<file path="config.mk">
export PLATFORM = sky130hd
export DESIGN_NAME = servo_status_packet_finder_top
export DESIGN_NICKNAME = d
export VERILOG_FILES = /design/src/hdl/ssp_pkg.sv /design/src/hdl/ssp_cell.sv /design/src/hdl/ssp_emit.sv /design/src/hdl/servo_status_packet_finder_top.sv
export SDC_FILE = /design/constraint.sdc
export NUM_CORES = 1
export LEC_CHECK = 0
export ABC_AREA = 1
export BUFFER_PORTS_ARGS = -buffer_cell sky130_fd_sc_hd__buf_2
export CAP_MARGIN = 20
export CELL_PAD_IN_SITES_DETAIL_PLACEMENT = 2
export CELL_PAD_IN_SITES_GLOBAL_PLACEMENT = 2
export CORE_MARGIN = 8
export CORE_UTILIZATION = 47
export CTS_BUF_LIST = sky130_fd_sc_hd__clkbuf_8
export DETAILED_ROUTE_END_ITERATION = 12
export GPL_ROUTABILITY_DRIVEN = 0
export PLACE_DENSITY = 0.93
export SETUP_SLACK_MARGIN = 0.2
export SLEW_MARGIN = 20
export SYNTH_ARGS = -nofsm -noshare
export SYNTH_HDL_FRONTEND = slang
export SYNTH_SLANG_ARGS = --single-unit
export TNS_END_PERCENT = 1
</file>
<file path="constraint.sdc">
create_clock -name aclk -period 32.6 [get_ports aclk]
set_input_delay 1.63 -clock aclk [delete_from_list [all_inputs] [get_ports aclk]]
set_output_delay 1.63 -clock aclk [all_outputs]
set_load 0.005 [all_outputs]
</file>
<file path="src/hdl/ssp_pkg.sv">
package ssp_pkg;

    localparam int MAX_PARAMS = 16;
    // cells 0 .. MAX_PARAMS+4 hold the bytes a packet check can look at
    localparam int WIN_CELLS  = MAX_PARAMS + 5;
    localparam int PTR_W      = $clog2(MAX_PARAMS);
    localparam int CNT_W      = $clog2(MAX_PARAMS + 1);

    localparam logic [1:0] CFG_SERVO_ID    = 2'd0;
    localparam logic [1:0] CFG_PARAM_COUNT = 2'd1;
    localparam logic [1:0] CFG_HEADER_BYTE = 2'd2;

    typedef struct packed {
        logic [7:0] rx_byte;
        logic       end_of_buffer;
    } ssp_in_t;

    typedef struct packed {
        logic       found;
        logic       param_valid;
        logic [7:0] param_byte;
        logic [5:0] param_index;
        logic       last;
    } ssp_out_t;

    typedef struct packed {
        logic       load;
        logic       found;
        logic       pvalid;
        logic [4:0] count;
    } ssp_load_t;

    typedef logic [MAX_PARAMS-1:0][7:0] ssp_params_t;

endpackage

</file>
<file path="src/hdl/ssp_cell.sv">
module ssp_cell (
    input  logic       aclk,
    input  logic       aresetn,
    input  logic       shift_en,
    input  logic       clear,
    input  logic [7:0] new_byte,
    input  logic [7:0] prev_byte,
    input  logic [7:0] prev_sum,
    input  logic       prev_filled,
    output logic [7:0] byte_q,
    output logic [7:0] sum_q,
    output logic       filled_q
);
    logic [7:0] byte_reg, byte_next;
    logic [7:0] sum_reg, sum_next;
    logic       filled_reg, filled_next;

    // sum_reg holds the sum of the window from the newest byte down to this cell
    always_comb begin
        byte_next   = shift_en ? prev_byte : byte_reg;
        sum_next    = shift_en ? 8'(new_byte + prev_sum) : sum_reg;
        filled_next = clear ? 1'b0 : (shift_en ? prev_filled : filled_reg);
    end

    always_ff @(posedge aclk) begin
        if (!aresetn) begin
            filled_reg <= 1'b0;
        end else begin
            filled_reg <= filled_next;
        end
    end

    always_ff @(posedge aclk) begin
        byte_reg <= byte_next;
        sum_reg  <= sum_next;
    end

    assign byte_q   = byte_reg;
    assign sum_q    = sum_reg;
    assign filled_q = filled_reg;

endmodule

</file>
<file path="src/hdl/ssp_emit.sv">
module ssp_emit (
    input  logic                aclk,
    input  logic                aresetn,
    input  ssp_pkg::ssp_load_t  load,
    input  ssp_pkg::ssp_params_t params,
    output logic                empty,
    output logic                m_valid,
    input  logic                m_ready,
    output ssp_pkg::ssp_out_t   m_data
);
    import ssp_pkg::*;

    logic [CNT_W-1:0] rem_reg, rem_next;
    logic [PTR_W-1:0] ptr_reg, ptr_next;
    logic [PTR_W-1:0] idx_reg, idx_next;
    logic             found_reg, found_next;
    logic             pvalid_reg, pvalid_next;
    ssp_params_t      pbuf_reg, pbuf_next;
    logic             m_valid_reg, m_valid_next;
    ssp_out_t         m_data_reg, m_data_next;
    logic             out_free;
    logic             move;

    assign out_free = !m_valid_reg || m_ready;
    assign move     = (rem_reg != '0) && out_free;

    always_comb begin
        rem_next    = rem_reg;
        ptr_next    = ptr_reg;
        idx_next    = idx_reg;
        found_next  = found_reg;
        pvalid_next = pvalid_reg;
        pbuf_next   = pbuf_reg;
        if (load.load) begin
            rem_next    = load.pvalid ? CNT_W'(load.count) : CNT_W'(1);
            ptr_next    = PTR_W'(5'(load.count - 5'd1));
            idx_next    = '0;
            found_next  = load.found;
            pvalid_next = load.pvalid;
            pbuf_next   = params;
        end else if (move) begin
            rem_next = rem_reg - CNT_W'(1);
            ptr_next = ptr_reg - PTR_W'(1);
            idx_next = idx_reg + PTR_W'(1);
        end
    end

    // newest window cell is the last parameter, so read from the top down
    always_comb begin
        m_valid_next = move ? 1'b1 : (m_ready ? 1'b0 : m_valid_reg);
        m_data_next  = m_data_reg;
        if (move) begin
            m_data_next.found       = found_reg;
            m_data_next.param_valid = pvalid_reg;
            m_data_next.param_byte  = pvalid_reg ? pbuf_reg[ptr_reg] : 8'd0;
            m_data_next.param_index = pvalid_reg ? 6'(idx_reg) : 6'd0;
            m_data_next.last        = (rem_reg == CNT_W'(1));
        end
    end

    always_ff @(posedge aclk) begin
        if (!aresetn) begin
            rem_reg     <= '0;
            m_valid_reg <= 1'b0;
        end else begin
            rem_reg     <= rem_next;
            m_valid_reg <= m_valid_next;
        end
    end

    always_ff @(posedge aclk) begin
        ptr_reg    <= ptr_next;
        idx_reg    <= idx_next;
        found_reg  <= found_next;
        pvalid_reg <= pvalid_next;
        pbuf_reg   <= pbuf_next;
        m_data_reg <= m_data_next;
    end

    assign empty   = (rem_reg == '0);
    assign m_valid = m_valid_reg;
    assign m_data  = m_data_reg;

    a_load_when_empty: assert property (@(posedge aclk) disable iff (!aresetn)
        load.load |-> rem_reg == '0)
        else $error("report loaded while items still queued");

    a_rem_bound: assert property (@(posedge aclk) disable iff (!aresetn)
        rem_reg <= CNT_W'(MAX_PARAMS))
        else $error("queued item count out of range");

    a_single_is_last: assert property (@(posedge aclk) disable iff (!aresetn)
        m_valid_reg && !m_data_reg.param_valid |-> m_data_reg.last)
        else $error("item without parameter is not the last of its report");

    a_load_count: assert property (@(posedge aclk) disable iff (!aresetn)
        load.load && load.pvalid |-> load.count != 5'd0 && load.count <= 5'(MAX_PARAMS))
        else $error("parameter report with bad count");

endmodule

</file>
<file path="src/hdl/servo_status_packet_finder_top.sv">
// order: the byte that ends a report loads its queue, and the report's first item is then registered into the output
// throughput: one byte per cycle; a report of n items drains from its queue at one per cycle
//   while m_ready is high, and bytes of a buffer not yet matched wait while that queue is not empty
// reset: buffer search state, queue and output valid are cleared; the servo id is 1,
//   param_count 0 and header_byte 255; the byte window itself has no reset, only its fill bits
module servo_status_packet_finder_top (
    input  logic              aclk,
    input  logic              aresetn,
    input  logic              s_valid,
    output logic              s_ready,
    input  ssp_pkg::ssp_in_t  s_data,
    output logic              m_valid,
    input  logic              m_ready,
    output ssp_pkg::ssp_out_t m_data,
    input  logic              cfg_we,
    input  logic [1:0]        cfg_index,
    input  logic [7:0]        cfg_wdata
);
    import ssp_pkg::*;

    logic [7:0] servo_id_reg, servo_id_next;
    logic [4:0] param_count_reg, param_count_next;
    logic [7:0] header_byte_reg, header_byte_next;
    logic       matched_reg, matched_next;

    logic [7:0]           win_q [WIN_CELLS];
    logic [7:0]           sum_q [WIN_CELLS];
    logic [WIN_CELLS-1:0] filled;
    logic [MAX_PARAMS:0]  ok;

    logic        acc;
    logic        shift_en;
    logic        clear;
    logic        ok_sel;
    logic        hit;
    logic        empty;
    logic [7:0]  b;
    ssp_load_t   load;
    ssp_params_t params;

    always_comb begin
        servo_id_next    = servo_id_reg;
        param_count_next = param_count_reg;
        header_byte_next = header_byte_reg;
        if (cfg_we) begin
            unique case (cfg_index)
                CFG_SERVO_ID:    servo_id_next    = cfg_wdata;
                CFG_PARAM_COUNT: param_count_next = cfg_wdata[4:0];
                CFG_HEADER_BYTE: header_byte_next = cfg_wdata;
                default: ;
            endcase
        end
    end

    assign b        = s_data.rx_byte;
    assign s_ready  = matched_reg || empty;
    assign acc      = s_valid && s_ready;
    assign shift_en = acc && !matched_reg;
    assign clear    = acc && s_data.end_of_buffer;

    genvar i;
    generate
        for (i = 0; i < WIN_CELLS; i++) begin : g_cell
            if (i == 0) begin : g_first
                ssp_cell u_cell (
                    .aclk(aclk), .aresetn(aresetn), .shift_en(shift_en), .clear(clear),
                    .new_byte(b), .prev_byte(b), .prev_sum(8'd0), .prev_filled(1'b1),
                    .byte_q(win_q[i]), .sum_q(sum_q[i]), .filled_q(filled[i])
                );
            end else begin : g_rest
                ssp_cell u_cell (
                    .aclk(aclk), .aresetn(aresetn), .shift_en(shift_en), .clear(clear),
                    .new_byte(b), .prev_byte(win_q[i-1]), .prev_sum(sum_q[i-1]),
                    .prev_filled(filled[i-1]),
                    .byte_q(win_q[i]), .sum_q(sum_q[i]), .filled_q(filled[i])
                );
            end
        end

        // check for each count against the window as it is before the new byte goes in
        for (i = 0; i <= MAX_PARAMS; i++) begin : g_ok
            assign ok[i] = filled[i+4]
                        && win_q[i+4] == header_byte_reg
                        && win_q[i+3] == header_byte_reg
                        && win_q[i+2] == servo_id_reg
                        && win_q[i+1] == 8'(i + 2)
                        && win_q[i]   == 8'd0
                        && sum_q[i+2] == ~b;
        end

        for (i = 0; i < MAX_PARAMS; i++) begin : g_param
            assign params[i] = win_q[i];
        end
    endgenerate

    assign ok_sel = (param_count_reg <= 5'(MAX_PARAMS)) ? ok[param_count_reg] : 1'b0;
    assign hit    = shift_en && ok_sel;

    always_comb begin
        load.load    = shift_en && (ok_sel || s_data.end_of_buffer);
        load.found   = hit;
        load.pvalid  = hit && (param_count_reg != 5'd0);
        load.count   = param_count_reg;
        matched_next = clear ? 1'b0 : (hit ? 1'b1 : matched_reg);
    end

    ssp_emit u_emit (
        .aclk(aclk), .aresetn(aresetn), .load(load), .params(params), .empty(empty),
        .m_valid(m_valid), .m_ready(m_ready), .m_data(m_data)
    );

    always_ff @(posedge aclk) begin
        if (!aresetn) begin
            servo_id_reg    <= 8'd1;
            param_count_reg <= 5'd0;
            header_byte_reg <= 8'd255;
            matched_reg     <= 1'b0;
        end else begin
            servo_id_reg    <= servo_id_next;
            param_count_reg <= param_count_next;
            header_byte_reg <= header_byte_next;
            matched_reg     <= matched_next;
        end
    end

    a_eob_clears: assert property (@(posedge aclk) disable iff (!aresetn)
        clear |=> !matched_reg && filled == '0)
        else $error("end of buffer did not clear the search state");

    a_hit_holds: assert property (@(posedge aclk) disable iff (!aresetn)
        hit && !s_data.end_of_buffer |=> matched_reg)
        else $error("match not recorded");

    a_window_still: assert property (@(posedge aclk) disable iff (!aresetn)
        !shift_en && !clear |=> $stable(filled))
        else $error("window moved without a new item");

endmodule
</file>
==> results of run 1 <==
==> Yosys cell counts, drive strengths merged, types with 6 or more instances <==
cell	number	area share
buf	45	0.012
o221ai	23	0.0073
or2	11	0.0025
nand2	583	0.080
o21bai	6	0.0016
edfxtp	461	0.50
dfxtp	53	0.039
o21ai	126	0.023
o22ai	12	0.0027
o211ai	22	0.0060
xnor2	152	0.048
ha	130	0.059
clkbuf	34	0.0046
a21oi	131	0.024
fa	18	0.013
nor2	352	0.049
nor3	37	0.0067
a211oi	11	0.0030
nand4	64	0.015
inv	254	0.035
nand3	79	0.015
xor2	130	0.045
==> cell type report <==
class	count	area share
flip-flops and latches	514	0.4949
multi-input cells	1900	0.3695
clock buffers	103	0.04707
inverters	258	0.03232
well taps	765	0.03178
repair buffers	71	0.01437
clock inverters	60	0.009971
diodes	1	0.00008309
==> metal layers <==
layer	vias up	GRT usage
met5	-	0
met4	10	0.2186
met3	654	0.1063
met2	1800	0.6341
met1	12102	0.4672
li1	9454	-
==> cells by family after synthesis <==
kind of cell	after synthesis	synth area share
xor+xnor	282	0.09394
compound gates	334	0.06910
flops	514	0.5429
buf+inv	337	0.05219
other cells	1	0.0001366
simple gates	1134	0.1693
fa+ha+maj	148	0.07238
==> critical path: cells and delay by family <==
family                     cells  cell delay (ps)
and+or+nand+nor               15             2260
buffers and inverters          3             1950
adders and majority gates      1              340
==> power groups by stage <==
| stage | clock, mW | combinational (mW) | sequential [mW] |
|---|---|---|---|
| detailed placement | 0 | 0.860 | 1.16 |
| CTS | 0.627 | 0.951 | 1.17 |
| global placement | 0 | 0.747 | 1.13 |
| floorplan | 0 | 0.551 | 1.13 |
| global route | 0.648 | 1.02 | 1.19 |
| finish | 0.630 | 0.976 | 1.19 |
==> final timing paths <==
path | start | endpoint | slack, ps | cells past startpoint
hold reg to reg | u_emit.found_reg | u_emit.m_data[16] | 470 | 0
setup / recovery | s_data[3] | u_emit.pbuf_reg[8] | 26630 | 19
hold / removal | u_emit.found_reg | u_emit.m_data[16] | 470 | 0
setup reg to reg | servo_id_reg[4] | u_emit.pbuf_reg[8] | 27430 | 18
==> metrics.md, run 1 <==
| Metric | Value |
|---|---|
| Outcome | `completed` |
| Pint | `1.562 mW` |
| Syn_area_per_cell | `9.982 µm²` |
| Slowest stage cell on the critical path | `buf_4` |
| VDD IR max | `0.06201 mV` |
| Synth Warn # | `0` |
| CTS H-tree lvls | `3` |
| Met3 Routed Length | `13.70 mm` |
| Post-synthesis sequential area ratio | `0.5429` |
| Die area | `66400 µm²` |
| Final Cycle Share | `0.1832` |
| PortBufs | `40` |
| Root buffer cell | `clkbuf_8` |
| Num CTS Buffers | `91` |
| Largest register FFs | `160` |
| Async set or reset register ratio after synthesis | `0` |
| Worst Skew | `56.00 ps` |
| GRT Overall Usage | `0.3902` |
| Setup bufs post-CTS | `0` |
| Top routing layer in use | `met5` |
| HPWL Detailed | `78.47 mm` |
| Register area | `14900 µm²` |
| Most Frequent Cell on Critical Path | `nand2_1` |
| Logic pwr share | `0.350` |
| Final hold violation count | `0` |
| WL/cell | `36.12 µm` |
| Overall die height | `257.7 µm` |
| Worst-Skew Late Latency | `760 ps` |
| Post-route cell area | `30120 µm²` |
| Largest net degree at the start of global routing | `79` |
| Netlist cell types | `46` |
| Max frequency | `0.1674 GHz` |
| First-pass detailed-route iteration total | `5` |
| Commonest non-fill, non-tap cell in the layout | `nand2_1` |
| Crit-path cells | `buf_2 -> ha_1 -> nand2_1 -> nor2_1 -> nand3_1 -> nor2_1 -> nand2_1 -> nor2_1 -> nand2_1 -> nand3_1 -> nand3_1 -> nand2_1 -> nand2_1 -> nor2_2 -> nand2_2 -> nand3_4 -> nand2_4 -> clkinv_4 -> buf_4` |
| Nets@finish | `3008` |
| Multi-input gate area | `11130 µm²` |
| Minimum clock period | `5974 ps` |
| CORE AREA | `57700 µm²` |
| Final Util | `0.5220` |
| Worst-path clk slew | `70 ps` |
| CTS tree | `built` |
| Hold Crit Class | `flip-flop to flip-flop` |
| # IOs | `43` |
| Post-Synthesis Cells | `2750` |
| First-pass GRT wire length | `192.0 mm` |
| WP data required | `32960 ps` |
| RSZ-0062 raised after global routing | `false` |
| Via/cell ratio | `6.541` |
| Crit Path Class | `input port to flip-flop` |
| Layout cells sized above 1 | `0.08190` |
| Leak Pwr | `11.52 nW` |
| Placed cell count | `3508` |
| Longest Clk Path Bufs | `3` |
| Dpl cell area | `28400 µm²` |
| Fill count | `5934` |
| Fin worst setup slack | `26630 ps` |
| Antenna violations before repair | `5` |
| Vias in the first global route | `26526` |
| DRT met1 WL | `48.15 mm` |
| DRT iter0 DRCs | `2874` |
| Total of max-cap violations | `0` |
| Most used flip-flop cell after synthesis | `edfxtp_1` |
| Post-synth EDFFs | `461` |
| Post-synthesis cell area | `27450 µm²` |
| Via count | `24020` |
| Hold_ws | `471.3 ps` |
| FF+latch count, synth | `514` |
| Slew headroom | `0.2280` |
| Met2 wire length | `61.90 mm` |
| Fin. max-slew vios | `0` |
| DRT Wirelength | `132.6 mm` |
| Net Sw Power | `1.229 mW` |
| Area Overhead vs Synth | `9.713%` |
| Most frequent cells in the layout | `nand2_1 (580), edfxtp_1 (461), nor2_1 (348)` |
| Clk sink count | `514` |
| Final ANT Viol Nets | `0` |
| Power per Cell Area | `92.67 nW/µm²` |
| DRC violation count after routing | `0` |
| Critical path's largest stage delay | `960 ps` |
| Power consumption | `2.791 mW` |
| Total gr overflow | `0` |
| Starting Density | `0.4758` |
| CP Max Fanout | `78` |
| Dpl ws | `26390 ps` |
| Finish-stage setup viols | `0` |
| CP endpoint kind | `flip-flop` |
| CTS resizes | `0` |
| CP Data Arrival Time | `6340 ps` |
| Worst setup SP type | `input port` |
| Non-filler cells, final | `3672` |
| Die W | `257.7 µm` |
| Row count | `88` |
| TNS Setup | `0 ps` |
| Sequential share of power | `0.425` |
| Net Sw Frac | `0.4402` |
| Slew at the pin with the worst max-slew slack | `1158 ps` |
| Post-CTS Hold Buffers | `0` |
| Clock power frac | `0.226` |
No activity file was read; power rests on OpenSTA's default activity.
==> inputs of run 2 (changes only) <==
--- a/config.mk
+++ b/config.mk
@@ -5,17 +5,17 @@
 export SDC_FILE = /design/constraint.sdc
 export NUM_CORES = 1
 export LEC_CHECK = 0
-export ABC_AREA = 1
+export ABC_AREA = 0
 export BUFFER_PORTS_ARGS = -buffer_cell sky130_fd_sc_hd__buf_2
 export CAP_MARGIN = 20
 export CELL_PAD_IN_SITES_DETAIL_PLACEMENT = 2
 export CELL_PAD_IN_SITES_GLOBAL_PLACEMENT = 2
 export CORE_MARGIN = 8
-export CORE_UTILIZATION = 47
+export CORE_UTILIZATION = 43
 export CTS_BUF_LIST = sky130_fd_sc_hd__clkbuf_8
 export DETAILED_ROUTE_END_ITERATION = 12
 export GPL_ROUTABILITY_DRIVEN = 0
-export PLACE_DENSITY = 0.93
+export PLACE_DENSITY = 0.84
 export SETUP_SLACK_MARGIN = 0.2
 export SLEW_MARGIN = 20
 export SYNTH_ARGS = -nofsm -noshare
==> constraint.sdc (replaced) <==
create_clock -name aclk -period 5.05 [get_ports aclk]
set_input_delay 0.2525 -clock aclk [delete_from_list [all_inputs] [get_ports aclk]]
set_output_delay 0.2525 -clock aclk [all_outputs]
set_load 0.005 [all_outputs]
==> metrics.md, run 2 <==
| Metric | Value |
|---|---|
| TNS Setup | `0 ps (unchanged)` |
| DRT iter0 DRCs | `2141 (-26%)` |
| Non-filler cells, final | `2919 (-21%)` |
| RSZ-0062 raised after global routing | `false` |
| Most used flip-flop cell after synthesis | `edfxtp_1` |
| Total gr overflow | `0 (unchanged)` |
| Placed cell count | `2731 (-22%)` |
| Logic pwr share | `0.322 (-0.028)` |
| Minimum clock period | `4781 ps` |
| Slew at the pin with the worst max-slew slack | `1090 ps (-67.87 ps)` |
| Post-synthesis sequential area ratio | `0.5748 (+0.03183)` |
| Crit-path cells | `xor2_1 -> nor4_1 -> nand4_1 -> o32a_1 -> o31a_1 -> o311ai_2 -> nand3_2 -> a21oi_4 -> buf_4 -> or2_2` |
| Num CTS Buffers | `89 (-2.2%)` |
| DRC violation count after routing | `0 (unchanged)` |
| Commonest cells post-synth | `edfxtp_1 (461), xor2_1 (234), xnor2_1 (185)` |
| Outcome | `completed` |
| Delay-heaviest family, CP | `simple AND/OR/NAND/NOR gates` |
| Most common cell in the netlist | `edfxtp_1` |
| Fin. max-slew vios | `0 (unchanged)` |
| Net Sw Power | `6.649 mW (+440%)` |
| WP data required | `5450 ps (-27510 ps)` |
| Vias in the first global route | `20208 (-24%)` |
| Commonest non-fill, non-tap cell in the layout | `edfxtp_1` |
| Via count | `18196 (-24%)` |
| CP endpoint kind | `flip-flop` |
| Die area | `68420 µm² (+3.0%)` |
| GRT Overall Usage | `0.2879 (-0.1023)` |
| Net Sw Frac | `0.3887 (-0.05142)` |
| Longest Clk Path Bufs | `3 (unchanged)` |
| CP Data Arrival Time | `5180 ps (-1160 ps)` |
| Max frequency | `0.2092 GHz` |
| Total of max-cap violations | `0 (unchanged)` |
| Pint | `10.45 mW (+570%)` |
| VDD IR max | `0.3177 mV (+410%)` |
| Final hold violation count | `0 (unchanged)` |
| Sequential share of power | `0.456 (+0.031)` |
| First-pass detailed-route iteration total | `7 (+2)` |
| Post-Synthesis Cells | `1919 (-30%)` |
| Most frequent cells in the layout | `edfxtp_1 (461), xor2_1 (234), xnor2_1 (185)` |
| Hold Crit Class | `input port to flip-flop` |
| CORE AREA | `60020 µm² (+4.0%)` |
| Die W | `261.6 µm (+1.5%)` |
| Crit Path Class | `flip-flop to flip-flop` |
| Worst-Skew Late Latency | `710 ps (-50 ps)` |
| Largest net degree at the start of global routing | `106 (+34%)` |
| Via/cell ratio | `6.234 (-4.7%)` |
| First-pass GRT wire length | `144.1 mm (-25%)` |
| PortBufs | `40 (unchanged)` |
| Worst Skew | `42.07 ps (-13.93 ps)` |
| FF+latch count, synth | `514 (unchanged)` |
| Leak Pwr | `10.63 nW (-7.8%)` |
| Dpl cell area | `27290 µm² (-3.9%)` |
| Area contributors post-synth | `edfxtp_1 (53%), xor2_1 (7.9%), ha_1 (6.3%)` |
| Area Overhead vs Synth | `12.40%` |
| CTS H-tree lvls | `3 (unchanged)` |
| Power per Cell Area | `586.8 nW/µm² (+530%)` |
| Layout cells sized above 1 | `0.1255 (+0.04363)` |
| Post-synthesis cell area | `25930 µm² (-5.5%)` |
| Final Cycle Share | `0.9467` |
| Clock power frac | `0.223 (-0.003)` |
| Antenna violations before repair | `4 (-1)` |
| Overall die height | `261.6 µm (+1.5%)` |
| HPWL Detailed | `62.63 mm (-20%)` |
| CP Max Fanout | `35 (-55%)` |
| Yosys top cell by area | `edfxtp_1` |
| Netlist cell types | `59 (+28%)` |
| Final ANT Viol Nets | `0 (unchanged)` |
| Final Util | `0.4856 (-0.03640)` |
| Post-route cell area | `29150 µm² (-3.2%)` |
| Bufs and invs on worst path | `1 (-2)` |
| Critical path's largest stage delay | `1040 ps (+80 ps)` |
| Row count | `90 (+2.3%)` |
| Clk sink count | `514 (unchanged)` |
| Finish-stage setup viols | `0 (unchanged)` |
| Worst setup SP type | `flip-flop` |
| Syn_area_per_cell | `13.51 µm² (+35%)` |
| Async set or reset register ratio after synthesis | `0 (unchanged)` |
| # IOs | `43 (unchanged)` |
| Largest register FFs | `160 (unchanged)` |
| Slew headroom | `0.2723 (+0.04425)` |
| Nets@finish | `2231 (-26%)` |
| Post-synth EDFFs | `461 (unchanged)` |
| WL/cell | `33.93 µm (-6.1%)` |
| DRT Wirelength | `99.04 mm (-25%)` |
| Post-synth top area share | `0.5338 (+0.02956)` |
| Worst-path clk slew | `70 ps (about the same)` |
| Starting Density | `0.4320 (-0.04376)` |
| CTS tree | `built` |
| Slowest stage cell on the critical path | `dfxtp_1` |
| Root buffer cell | `clkbuf_8` |
| Synth Warn # | `0 (unchanged)` |
-- run 2: cell count changes after synthesis, moves of 37 or more --
cell / delta
nand2_1: -505
nor2_1: -313
inv_1: -118
o21ai_0: -118
xor2_1: +117
nor4_1: +65
nand3_1: -60
o21bai_1: +48
mux4_2: +40
a21o_1: +37
-- run 2: layout make-up --
cell class	count	area, µm²
Antenna cell	2	5.005
Clock buffer	99	1363
Clock inverter	68	296.5
Fill cell	5668	30870
Inverter	120	457.9
Multi-Input combinational cell	1221	10270
Sequential cell	514	14900
Tap cell	782	978.4
Timing Repair Buffer	113	870.8
-- run 2: final timing paths --
path | slack, ps | endpoint | cells after the start | from
setup reg to reg | 270 | u_emit.ptr_reg[2] | 10 | header_byte_reg[3]
hold reg to reg | 430 | u_emit.m_data[16] | 0 | u_emit.found_reg
setup / recovery | 270 | u_emit.ptr_reg[2] | 10 | header_byte_reg[3]
hold / removal | 70 | g_cell[0].g_first.u_cell.byte_q[6] | 1 | s_data[7]
-- run 2: logic make-up (layout without fill, tap and decap cells) --
group	after synthesis	after routing	synth area share
buffers and inverters	185	400	0.02934
AOI/OAI and AO/OA	234	234	0.05819
other	1	4	0.0001446
xor gates and xnor gates	419	419	0.1415
DFF	514	514	0.5748
muxes	57	57	0.04130
adders and majority gates	148	148	0.07662
and+or+nand+nor	361	361	0.07812
-- run 2: layer usage --
layer / global-route usage / wire [µm] / up-vias
met5: 0 / 34 / -
met4: 0.1292 / 4468 / 4
met3: 0.04566 / 7433 / 290
met2: 0.4833 / 48230 / 1005
met1: 0.3655 / 38870 / 9519
li1: - / - / 7378
-- run 2: per-stage QoR --
stage	hold slack, ps	setup slack [ps]	power (mW)
2_1_floorplan	351.4	1036	10.73
3_3_place_gp	404.1	1005	12.27
3_5_place_dp	417.7	773.0	12.90
4_1_cts	10.89	437.6	17.08
5_1_grt	45.80	296.6	17.67
6_report	70.48	269.0	17.10
-- run 2: power groups by stage --
stage	combinational [mW]	sequential [mW]	clock [mW]
after floorplan	3.56	7.18	0
after global placement	4.71	7.56	0
after detailed placement	5.15	7.74	0
after CTS	5.47	7.75	3.86
after global routing	5.82	7.85	4.00
final	5.50	7.80	3.81
-- run 2: timing repair --
| item | in CTS | in global routing |
|---|---|---|
| buffers inserted | 0 | 0 |
| hold buffers | 19 | 0 |
| endpoints found under the hold margin | 25 | 0 |
| resized for setup | 0 | 0 |
==> inputs of run 3 (changes only) <==
--- a/config.mk
+++ b/config.mk
@@ -15,7 +15,7 @@
 export CTS_BUF_LIST = sky130_fd_sc_hd__clkbuf_8
 export DETAILED_ROUTE_END_ITERATION = 12
 export GPL_ROUTABILITY_DRIVEN = 0
-export PLACE_DENSITY = 0.84
+export PLACE_DENSITY = 0.81
 export SETUP_SLACK_MARGIN = 0.2
 export SLEW_MARGIN = 20
 export SYNTH_ARGS = -nofsm -noshare
==> metrics.md, run 3 (synthesis results as in run 2) <==
| Metric | Value |
|---|---|
| Outcome | `completed` |
| CP Max Fanout | `63 (+80%)` |
| CORE AREA | `60020 µm² (unchanged)` |
| VDD IR max | `0.3130 mV (-1.5%)` |
| Vias in the first global route | `19581 (-3.1%)` |
| Final ANT Viol Nets | `0 (unchanged)` |
| Hold Crit Class | `input port to flip-flop` |
| DRC violation count after routing | `0 (unchanged)` |
| Largest register FFs | `160 (unchanged)` |
| Worst-Skew Late Latency | `690 ps (-20 ps)` |
| Crit Path Class | `flip-flop to flip-flop` |
| DRT Wirelength | `91.47 mm (-7.6%)` |
| Hold_ws | `150.0 ps (+79.48 ps)` |
| CP Data Arrival Time | `5110 ps (-70 ps)` |
| Total of max-cap violations | `0 (unchanged)` |
| # IOs | `43 (unchanged)` |
| Minimum clock period | `4768 ps (-13.38 ps)` |
| Worst setup SP type | `flip-flop` |
| CTS resizes | `0 (unchanged)` |
| Slew headroom | `0.3616 (+0.08930)` |
| CP endpoint kind | `flip-flop` |
| Root buffer cell | `clkbuf_8` |
| Worst Skew | `44.87 ps (+2.804 ps)` |
| First-pass detailed-route iteration total | `5 (-2)` |
| Commonest non-fill, non-tap cell in the layout | `edfxtp_1` |
| Fin. max-slew vios | `0 (unchanged)` |
| WL/cell | `31.49 µm (-7.2%)` |
| Row count | `90 (unchanged)` |
| Critical path's largest stage delay | `900 ps (-140 ps)` |
| HPWL Detailed | `60.75 mm (-3.0%)` |
| Final hold violation count | `0 (unchanged)` |
| Nets@finish | `2221 (-0.45%)` |
| Largest net degree at the start of global routing | `151 (+42%)` |
| Die area | `68420 µm² (unchanged)` |
| RSZ-0062 raised after global routing | `false` |
| Finish-stage setup viols | `0 (unchanged)` |
| CTS H-tree lvls | `3 (unchanged)` |
| TNS Setup | `0 ps (unchanged)` |
| Via count | `17578 (-3.4%)` |
| First-pass GRT wire length | `135.3 mm (-6.0%)` |
| Antenna violations before repair | `4 (unchanged)` |
| DRT iter0 DRCs | `1619 (-24%)` |
| Leak Pwr | `10.63 nW (about the same)` |
| Longest Clk Path Bufs | `3 (unchanged)` |
| Clk sink count | `514 (unchanged)` |
| Area Overhead vs Synth | `12.16%` |
| Setup bufs post-CTS | `0 (unchanged)` |
| CTS tree | `built` |
| PortBufs | `40 (unchanged)` |
| Slew at the pin with the worst max-slew slack | `956.4 ps (-133.8 ps)` |
| Via/cell ratio | `6.051 (-2.9%)` |
| Num CTS Buffers | `90 (+1.1%)` |
| Crit-path cells | `buf_4 -> xor2_1 -> nor4_1 -> nand3_1 -> o32ai_1 -> a41oi_1 -> o2111ai_1 -> nand3_2 -> a21oi_4 -> buf_12 -> buf_4` |
| Layout cells sized above 1 | `0.1216 (-0.003944)` |
| Power per Cell Area | `575.2 nW/µm² (-2.0%)` |
| Max frequency | `0.2097 GHz (+0.28%)` |
| Die W | `261.6 µm (unchanged)` |
| WP data required | `5390 ps (-60 ps)` |
| Starting Density | `0.4320 (unchanged)` |
| Post-CTS Hold Buffers | `14 (-5)` |
| Overall die height | `261.6 µm (unchanged)` |
| GRT Overall Usage | `0.2695 (-0.01838)` |
| Most Frequent Cell on Critical Path | `buf_4` |
| Final Cycle Share | `0.9441 (-0.002649)` |
| Fill count | `5724 (+0.99%)` |
| Worst-path clk slew | `70 ps (about the same)` |
| Most frequent cells in the layout | `edfxtp_1 (461), xor2_1 (234), xnor2_1 (185)` |
| Slowest stage cell on the critical path | `dfxtp_1` |
| Total gr overflow | `0 (unchanged)` |
-- run 3: cell count changes in the layout (fill, tap and decap cells not counted), sizes merged --
cell | previous run | this run
buf | 94 | 88
clkbuf | 99 | 103
clkinv | 29 | 16
clkinvlp | 3 | 2
diode | 2 | 1
dlygate4sd3 | 19 | 14
inv | 156 | 164
-- run 3: final cells by class --
class / instances / area, µm² / share of cell area
sequential: 514 / 14900 / 0.5124
multi-input combinational: 1221 / 10270 / 0.3531
clock buffer: 103 / 1418 / 0.04874
tap: 782 / 978.4 / 0.03364
timing repair buffer: 102 / 788.3 / 0.02710
inverter: 120 / 457.9 / 0.01574
clock inverter: 62 / 265.3 / 0.009120
antenna: 1 / 2.502 / 0.00008604
-- run 3: layer usage --
layer  track usage  wire length [µm]
met1        0.3447             37290
met2        0.4529             44370
met3       0.04595              6278
met4        0.1087              3499
met5             0                34
-- run 3: path summary, 6_finish.rpt --
kind | slack, ps | cells past startpoint | endpoint | from
worst max-delay path | 280 | 11 | u_emit.pbuf_reg[104] | header_byte_reg[4]
worst min-delay path | 150 | 1 | g_cell[0].g_first.u_cell.byte_q[5] | s_data[6]
worst max register to register | 280 | 11 | u_emit.pbuf_reg[104] | header_byte_reg[4]
worst min register to register | 440 | 0 | u_emit.m_data[16] | u_emit.found_reg
-- run 3: through the flow --
step	instances	instance area [µm²]	utilization	power [mW]	setup slack [ps]
after floorplan	1920	25940	-	10.73	1036
after global placement	2725	27260	0.4542	12.26	730.6
after detailed placement	2725	27260	0.4542	12.81	489.5
after CTS	2904	29080	0.4845	16.76	533.2
after global routing	2905	29090	0.4846	17.44	256.3
final	2905	29090	0.4846	16.73	282.4
-- run 3: worst max-delay path: cells and delay by family (launching register included) --
| kind | cells | cell delay [ps] |
|---|---|---|
| xor+xnor | 1 | 110 |
| simple gates | 3 | 950 |
| flops | 1 | 900 |
| compound gates | 4 | 1270 |
| buf+inv | 3 | 1130 |
-- run 3: where the power goes --
part	internal (mW)	switching, mW
clock network	1.86	1.90
logic	2.11	3.06
registers	6.50	1.29
